==> src/sv/lgl_pkg.sv <==
// Shared types, constants and the arctangent table for the grid to latitude/longitude core.
`default_nettype none
package lgl_pkg;

  typedef struct packed {
    logic [31:0] point_easting;
    logic [31:0] point_northing;
  } point_t;

  typedef struct packed {
    logic signed [30:0] latitude_out;
    logic signed [31:0] longitude_out;
    logic               longitude_saturated;
  } result_t;

  typedef struct packed {
    logic               valid;
    logic signed [32:0] x;
    logic signed [32:0] y;
    logic signed [31:0] z;
    logic [61:0]        magx;
    logic [61:0]        magy;
    logic               sx;
    logic               sy;
  } cordic_t;

  localparam logic [2:0] REG_REF_EASTING   = 3'd0;
  localparam logic [2:0] REG_REF_NORTHING  = 3'd1;
  localparam logic [2:0] REG_REF_LATITUDE  = 3'd2;
  localparam logic [2:0] REG_REF_LONGITUDE = 3'd3;
  localparam logic [2:0] REG_SPHERE_RADIUS = 3'd4;

  localparam logic [29:0] DEG_PER_RAD_E7 = 30'd572957795;
  localparam logic signed [32:0] CORDIC_START = 33'sd652032874;
  localparam logic signed [32:0] Q30_ONE = 33'sd1073741824;
  localparam logic signed [31:0] LAT_LIMIT = 32'sd900000000;
  localparam logic [22:0] R_MIN = 23'd6000000;
  localparam logic [22:0] R_MAX = 23'd6500000;
  localparam logic [22:0] R_RESET = 23'd6371000;
  localparam int CORDIC_STAGES = 30;
  localparam int DIV_STAGES = 33;

  function automatic logic signed [31:0] atan_e7(input int i);
    logic signed [31:0] a;
    case (i)
      0: a = 32'sd450000000;
      1: a = 32'sd265650512;
      2: a = 32'sd140362435;
      3: a = 32'sd71250163;
      4: a = 32'sd35763344;
      5: a = 32'sd17899106;
      6: a = 32'sd8951737;
      7: a = 32'sd4476142;
      8: a = 32'sd2238105;
      9: a = 32'sd1119057;
      10: a = 32'sd559529;
      11: a = 32'sd279765;
      12: a = 32'sd139882;
      13: a = 32'sd69941;
      14: a = 32'sd34971;
      15: a = 32'sd17485;
      16: a = 32'sd8743;
      17: a = 32'sd4371;
      18: a = 32'sd2186;
      19: a = 32'sd1093;
      20: a = 32'sd546;
      21: a = 32'sd273;
      22: a = 32'sd137;
      23: a = 32'sd68;
      24: a = 32'sd34;
      25: a = 32'sd17;
      26: a = 32'sd9;
      27: a = 32'sd4;
      28: a = 32'sd2;
      29: a = 32'sd1;
      default: a = 32'sd0;
    endcase
    return a;
  endfunction

endpackage
`default_nettype wire

==> src/sv/lgl_cordic_cell.sv <==
// One rotation step of the cosine CORDIC, registered, carrying the offsets alongside.
`default_nettype none
module lgl_cordic_cell #(
  parameter int SHIFT = 0,
  parameter logic signed [31:0] ATAN = 32'sd0
) (
  input  wire              clk,
  input  wire              rst,
  input  lgl_pkg::cordic_t st_in,
  output lgl_pkg::cordic_t st_out
);
  import lgl_pkg::*;

  logic signed [32:0] xs;
  logic signed [32:0] ys;
  cordic_t st_next;

  always_comb begin
    xs = st_in.x >>> SHIFT;
    ys = st_in.y >>> SHIFT;
    st_next = st_in;
    if (!st_in.z[31]) begin
      st_next.x = st_in.x - ys;
      st_next.y = st_in.y + xs;
      st_next.z = st_in.z - ATAN;
    end else begin
      st_next.x = st_in.x + ys;
      st_next.y = st_in.y - xs;
      st_next.z = st_in.z + ATAN;
    end
    if (rst) begin
      st_next.valid = 1'b0;
    end
  end

  always_ff @(posedge clk) begin
    st_out <= st_next;
  end
endmodule
`default_nettype wire

==> config.mk <==
export PLATFORM = sky130hd
export DESIGN_NAME = lgl_cordic_cell
export DESIGN_NICKNAME = d
export VERILOG_FILES = /design/src/sv/lgl_pkg.sv /design/src/sv/lgl_cordic_cell.sv
export SDC_FILE = /design/constraint.sdc
export NUM_CORES = 1
export LEC_CHECK = 0
export BUFFER_PORTS_ARGS = -buffer_cell sky130_fd_sc_hd__clkbuf_2
export CAP_MARGIN = 10
export CORE_AREA = 2 2 176 178
export DETAILED_ROUTE_END_ITERATION = 10
export DIE_AREA = 0 0 178 180
export GPL_TIMING_DRIVEN = 0
export PLACE_DENSITY = 0.67
export RECOVER_POWER = 100
export REMOVE_ABC_BUFFERS = 1
export SETUP_SLACK_MARGIN = 0.15
export SYNTH_ARGS = -nofsm -noshare
export SYNTH_HDL_FRONTEND = slang
export SYNTH_SLANG_ARGS = --single-unit
==> constraint.sdc <==
create_clock -name clk -period 8.45 [get_ports clk]
set_input_delay 0.845 -clock clk [delete_from_list [all_inputs] [get_ports clk]]
set_output_delay 0.845 -clock clk [all_outputs]
set_load 0.03 [all_outputs]
### After elaboration in Yosys (flattened, before gate mapping)

Index checks and enable logic that the tools add are counted.

* logic and storage cells: 12
* output and inout bits: 225
* bits of input ports: 227
* register bits after elaboration: 225

* add/sub/neg operators: 3
* multiplexer cells: 1

Operator list (count)
* two-way mux 98 bit: 1
* subtractor 33 bit: 2
* adder 33 bit: 1

### Depth between registers and ports, before layout

Gate-level depths: netlist of run 1.

* depth in word-level cells: 2
* gate-level depth with buffers: 12
* mapped depth without buffers: 12

### Worst setup path after synthesis of run 1

OpenSTA, ideal clock, no wires.

* path kind: input -> register
* start: input st_in[158] in the netlist's numbering
* end: register st_out[190] in the netlist's numbering
* path buffers: 0
* stages on the path: 11
* setup time: 126 ps
* setup slack: 5169 ps
* arrival: 3154 ps
* data required time: 8324 ps
* cells stage by stage: ha_1 fa_1 nor2b_1 o311ai_0 o21ai_1 a211oi_2 nor3_1 o32ai_2 o311a_1 o22ai_1 xor2_1

RTL lines
* from (decl): line lgl_cordic_cell.sv:9 `input lgl_pkg::cordic_t st_in,`
* to (signal assigned): line lgl_cordic_cell.sv:37 `st_out <= st_next;`
* to (decl): line lgl_cordic_cell.sv:10 `output lgl_pkg::cordic_t st_out`

==> results of run 1 <==
[stage by stage]
step,cells,hold WS (ns),setup slack [ns]
CTS,1915,0.3905,4.739
global placement,1865,0.9476,3.965
finish,1920,0.4102,2.796
global route,1919,0.3855,2.469
detailed placement,1867,0.9489,4.206
floorplan,1018,0.8727,5.152
[power by group]
group	internal [mW]	switching (mW)
Combinational	0.242	0.597
Sequential	1.17	0.0377
Clock	0.683	0.454
Total	2.10	1.09
[worst paths after layout]
path / startpoint / end / slack [ns] / cells after the start
worst max-delay path: st_in[157] / st_out[220]$_DFF_P_ / 2.80 / 7
worst min-delay path: st_in[146] / st_out[146]$_DFF_P_ / 0.41 / 1
[Yosys cell counts, types with 5 or more instances]
cell type / instances
dfxtp_1: 224
a21oi_1: 100
inv_1: 98
ha_1: 96
nor2_1: 72
o21ai_0: 59
xnor2_1: 57
nand2_1: 49
clkbuf_1: 21
nand3_1: 18
nor3_1: 18
o21bai_1: 17
a21o_1: 14
buf_2: 13
mux2i_1: 13
nor2b_1: 13
o31ai_1: 11
a211oi_1: 9
o21ai_1: 9
o211ai_1: 8
o21a_1: 7
nand3b_1: 6
nand4_1: 6
nor4_1: 6
a31oi_1: 5
o21ai_2: 5
or3_1: 5
xor2_1: 5
[final cells by class]
| class | count | share of cell area |
|---|---|---|
| multi-input cells | 691 | 0.3765 |
| flip-flops and latches | 224 | 0.3386 |
| repair buffers | 453 | 0.1505 |
| clock buffers | 34 | 0.05602 |
| well taps | 396 | 0.03741 |
| inverters | 103 | 0.02919 |
| clock inverters | 14 | 0.01086 |
| diodes | 5 | 0.0009447 |
[cells by family (layout without fill, tap and decap cells)]
| kind of cell | Yosys count | count (layout) |
|---|---|---|
| simple gates | 218 | 218 |
| buf+inv | 147 | 604 |
| mux | 13 | 13 |
| compound gates | 299 | 299 |
| fa+ha+maj | 99 | 99 |
| flops | 224 | 224 |
| other cells | 0 | 5 |
| xor+xnor | 62 | 62 |
[layer usage]
metal | GRT usage | part of all wire | up-vias
li1 | - | - | 4524
met1 | 0.2813 | 0.41 | 4405
met2 | 0.3690 | 0.46 | 416
met3 | 0.06578 | 0.098 | 75
met4 | 0.07967 | 0.037 | 2
met5 | 0 | 0.00024 | -
==> metrics, run 1 <==
status=finished, violations left; failing checks=max-capacitance violations, max-slew violations; Die ar.=between 30,000 and 40,000 sq um; adder-cell share of the synthesized area=0.1251; routability cong.=around 0.89; Starting Density=0.3339; number of synthesized register bits=roughly 220; Post-layout nets=between 1,500 and 2,000; Worst path slowest cell=clkbuf_1; top-area cell type share of the netlist area=0.4449; initial antenna violation count=9; leakage=5.991 nW; Antenna Violating Nets Remaining=0; Peak Freq=0.1769 GHz; # clock sinks=between 200 and 250; die height=180 microns; Synth Instances=around 1,100; vias per inst=about 4.9; CTS hold repair buffers=0; # IOs=roughly 450; multi-input logic area=around 5000 sq um; wire per inst=slightly below 20 microns; largest family of logic cells by synthesized area=compound AO/OA/AOI/OAI gates; area delta synth->final=31.39%; critical-path maximum fanout=68; Buf/Inv on CP=4; cell area after layout=between 10,000 and 15,000 sq um; Setup crit start kind=input port; Setup crit end kind=register; most used cell, CP=clkbuf_1; width of the die=around 180 microns; RSZ-0062 raised after global routing=false; fin crit period=~5.7 ns; Seq/Total Area, Yosys=0.4449; Worst Path Required=slightly below 9 ns; Peak VDD IR=around 0.13 mV; Netlist cell types=82; PostCTS Resize Cnt=0; Synth Area in Simple Gates=0.1050; XOR/XNOR Fraction of Synth Area=0.05387; kind of critical path=in -> reg; CTS tree=yes; Final Max Slew Viols=slightly below 70; largest registers=st_out (224); most common cell after layout, fill and taps aside=clkbuf_1; largest net degree at the start of global routing=69; total design power=between 3 and 4 mW; Clock H-tree levels=1; FFs w/ async S/R, synth=0; Crit path max-delay family=buffers and inverters; PD cells=between 200 and 250 nW/um^2; Synth Area in Compound Gates=0.1985; slowest cell delay on critical path=2.31 ns; leading cell types in the layout, fill and taps excluded=240 x clkbuf_1, 224 x dfxtp_1, 215 x clkbuf_2; layout cell share with drive strength beyond 1=0.1962; setup violators final=0; CTS buffer count=26; Finished Core Util=0.4387; vias in the first global route=approximately 9,200; flip-flop and latch area=4484 sq um; Synth Flop Type=dfxtp_1; CTS max path bufs=3; setup TNS=0 ns; WP data arrival=a little over 6 ns; Std-Cell Rows=between 60 and 70; Fin. Hold Viols=0; DRC viols=0; Hold Crit Class=in -> reg; CTS root buf=clkbuf_16; drt total wl=roughly 38,000 microns; Synth area leaders=dfxtp_1 44%, ha_1 12%, a21oi_1 5.0%; postcts setup bufs=0; Port Buffers=approximately 450; number of flops mapped to enable cells by yosys=0; final worst path period share=0.6691; drt initial violations=~670; cell taking the most area after synthesis=dfxtp_1; max-cap viol count=1; core area=around 30,000 sq um; CP cell instances=clkbuf_1, clkbuf_1, inv_1, buf_16, or4_1, o41ai_1, xnor2_1; clk slew on worst S/H paths=0.06 ns; mux contribution to synthesized area=0.01291; hpwl dp=31,530 microns; Post-Syn Area=approximately 10,000 sq um; Slew HR=-1.141; Yosys warnings=0; GRT overflow=0; first-pass GRT wire length=roughly 55,000 microns; Largest Register=st_out; drt pass-1 iters=5; syn avg cell area=between 9 and 10 sq um; Least-Margin Pin Slew=roughly 3.2 ns; overall routing resource usage=0.2257; max reg flops=224; Vias=roughly 9,400; dpl cell area=~13,000 sq um; Layout fillers=3,115
No activity file was read; power rests on OpenSTA's default activity.
==> run 2: changes to the inputs <==
- ABC_AREA: default -> 1
- CORE_AREA: 2 2 176 178 -> 2 2 174 176
- DIE_AREA: 0 0 178 180 -> 0 0 176 178
- PLACE_DENSITY: 0.67 -> 0.76
- clock period: 8.45 -> 5.82 ns (I/O delays scaled with it)
==> run 2 against run 1 <==
The run now ends clean. Synthesized area up 21%. Non-clock buffer count unchanged. Core utilization up 7.8 points. Die area down 2.2%. Via count up 40%. Critical path depth down 2. Synthesized cell count up 73%. Clock power up 33%. Cell count up 40%. Critical path type unchanged. Largest power group unchanged.
==> metrics, run 2 <==
WP data arrival=3.45 ns (-2.64 ns); postcts setup bufs=0 (unchanged); cell taking the most area after synthesis=dfxtp_1; Setup crit end kind=register; CTS buffer count=25 (-3.8%); CP cell instances=clkbuf_1, buf_12, clkinvlp_2, buf_12, o21ai_0; PD cells=301.1 nW/um^2 (+25%); Clock H-tree levels=1 (unchanged); drt pass-1 iters=6 (+1); max-cap viol count=0 (-1); FFs w/ async S/R, synth=0 (unchanged); Port Buffers=451 (unchanged); overall routing resource usage=0.3278 (+0.1021); width of the die=176 microns (-1.1%); drt total wl=52,750 microns (+38%); PostCTS Resize Cnt=0 (unchanged); leading cell types in the layout, fill and taps excluded=650 x nand2_1, 347 x inv_1, 240 x clkbuf_1; Post-layout nets=2,600 (+42%); most used cell, CP=buf_12; final non-filler cell total=2,685 (+40%); initial antenna violation count=4 (-5); most common cell after layout, fill and taps aside=nand2_1; most instantiated cells after synthesis=649 x nand2_1, 347 x inv_1, 224 x dfxtp_1, 161 x nand3_1, 116 x nor2_1; flip-flop and latch area=4484 sq um (unchanged); routability cong.=1.041 (+17%); fin crit period=between 3 and 4 ns; GRT overflow=0 (unchanged); Inst Count DP=2,637 (+41%); vias per inst=4.909 (about the same); Hold WS=0.1256 ns (-0.2846 ns); setup violators final=0 (unchanged); Die ar.=31,330 sq um (-2.2%); first-pass GRT wire length=76,040 microns (+38%); Yosys warnings=0 (unchanged); CTS max path bufs=3 (unchanged); Layout fillers=3,086 (-0.93%); critical-path maximum fanout=53 (-22%); area delta synth->final=24.66%; wire per inst=19.65 microns (-0.99%); Hold Crit Class=in -> reg; die height=178 microns (-1.1%); dpl cell area=14,710 sq um (+16%); top-area cell type share of the netlist area=0.3677 (-0.07715); Finished Core Util=0.5170 (+0.07830); Netlist cell types=33 (-60%); # IOs=452 (unchanged); slowest cell delay on critical path=1.03 ns (-1.28 ns); Final Max Slew Viols=0 (-100%); total design power=4.576 mW (+44%); number of synthesized register bits=224 (unchanged); syn avg cell area=6.634 sq um (-30%); number of flops mapped to enable cells by yosys=0 (unchanged); Synth area leaders=dfxtp_1 37%, nand2_1 20%, inv_1 11%; Slew HR=0.02297 (+1.164); Peak VDD IR=0.2044 mV (+52%); Peak Freq=about 0.33 GHz; vias in the first global route=12,510 (+36%); Seq/Total Area, Yosys=0.3677 (-0.07715); kind of critical path=in -> reg; # clock sinks=224 (unchanged); Std-Cell Rows=63 (-1.6%); layout cell share with drive strength beyond 1=0.1195 (-0.07669); Worst Path Required=6.26 ns (-2.62 ns); multi-input logic area=6125 sq um (+23%); Synth Instances=1,838 (+73%); status=finished, final reports clean; Antenna Violating Nets Remaining=0 (unchanged); Starting Density=0.4147 (+0.08086); CTS root buf=clkbuf_16; final worst path period share=0.5185; Post-Syn Area=12,190 sq um (+21%); RSZ-0062 raised after global routing=false; largest registers=st_out (224); top-count cell post-synth=nand2_1; Synth Flop Type=dfxtp_1; Worst path slowest cell=clkbuf_1; largest net degree at the start of global routing=54 (-22%); setup TNS=0 ns (unchanged); Fin. Hold Viols=0 (unchanged); Setup Slack @ Placement=2.992 ns (-1.214 ns); hpwl dp=45,240 microns (+44%); core area=29,400 sq um (-2.6%); DRC viols=0 (unchanged); drt initial violations=1,124 (+67%); leakage=8.478 nW (+42%); max reg flops=224 (unchanged); clk slew on worst S/H paths=0.07 ns (about the same); CTS hold repair buffers=0 (unchanged); Setup crit start kind=input port; CTS tree=yes; Least-Margin Pin Slew=1.466 ns (-1.747 ns); Vias=13,180 (+40%); cell area after layout=15,200 sq um (+15%); final setup margin=2.802 ns (+0.006310 ns); Largest Register=st_out
[run 2: layout make-up]
type                    instances  area share
clock inverters                15    0.007737
clock buffers                  31     0.04395
multi-input cells            1221      0.4029
well taps                     390     0.03210
diodes                          2   0.0003292
flip-flops and latches        224      0.2950
inverters                     349     0.08626
repair buffers                453      0.1317
[run 2: final timing paths]
| check | startpoint | to | slack (ns) | cells after the start |
|---|---|---|---|---|
| max | st_in[157] | st_out[172]$_DFF_P_ | 2.80 | 5 |
| min | st_in[66] | st_out[66]$_DFF_P_ | 0.13 | 1 |
[run 2: report_power, final]
group	switching [mW]	leakage, nW	total (mW)	internal, mW
Clock	0.688	0.382	1.52	0.833
Combinational	0.970	6.21	1.31	0.344
Sequential	0.0661	1.89	1.74	1.68
Total	1.72	8.48	4.58	2.85
[run 2: cell families after synthesis]
family,after synthesis,share of synthesized area
compound gates,135,0.06002
xor+xnor,24,0.01724
fa+ha+maj,99,0.1034
buf+inv,393,0.1298
flops,224,0.3677
simple gates,963,0.3218
[run 2: layer usage]
metal,GRT usage,part of all wire
met5,0,0
met4,0.1129,0.036
met3,0.07246,0.091
met2,0.5236,0.44
met1,0.4379,0.43
[run 2: critical path, delay by kind of cell]
| kind | cells | cell delay, ns |
|---|---|---|
| AOI/OAI and AO/OA | 1 | 0.35 |
| buffers and inverters | 4 | 2.47 |
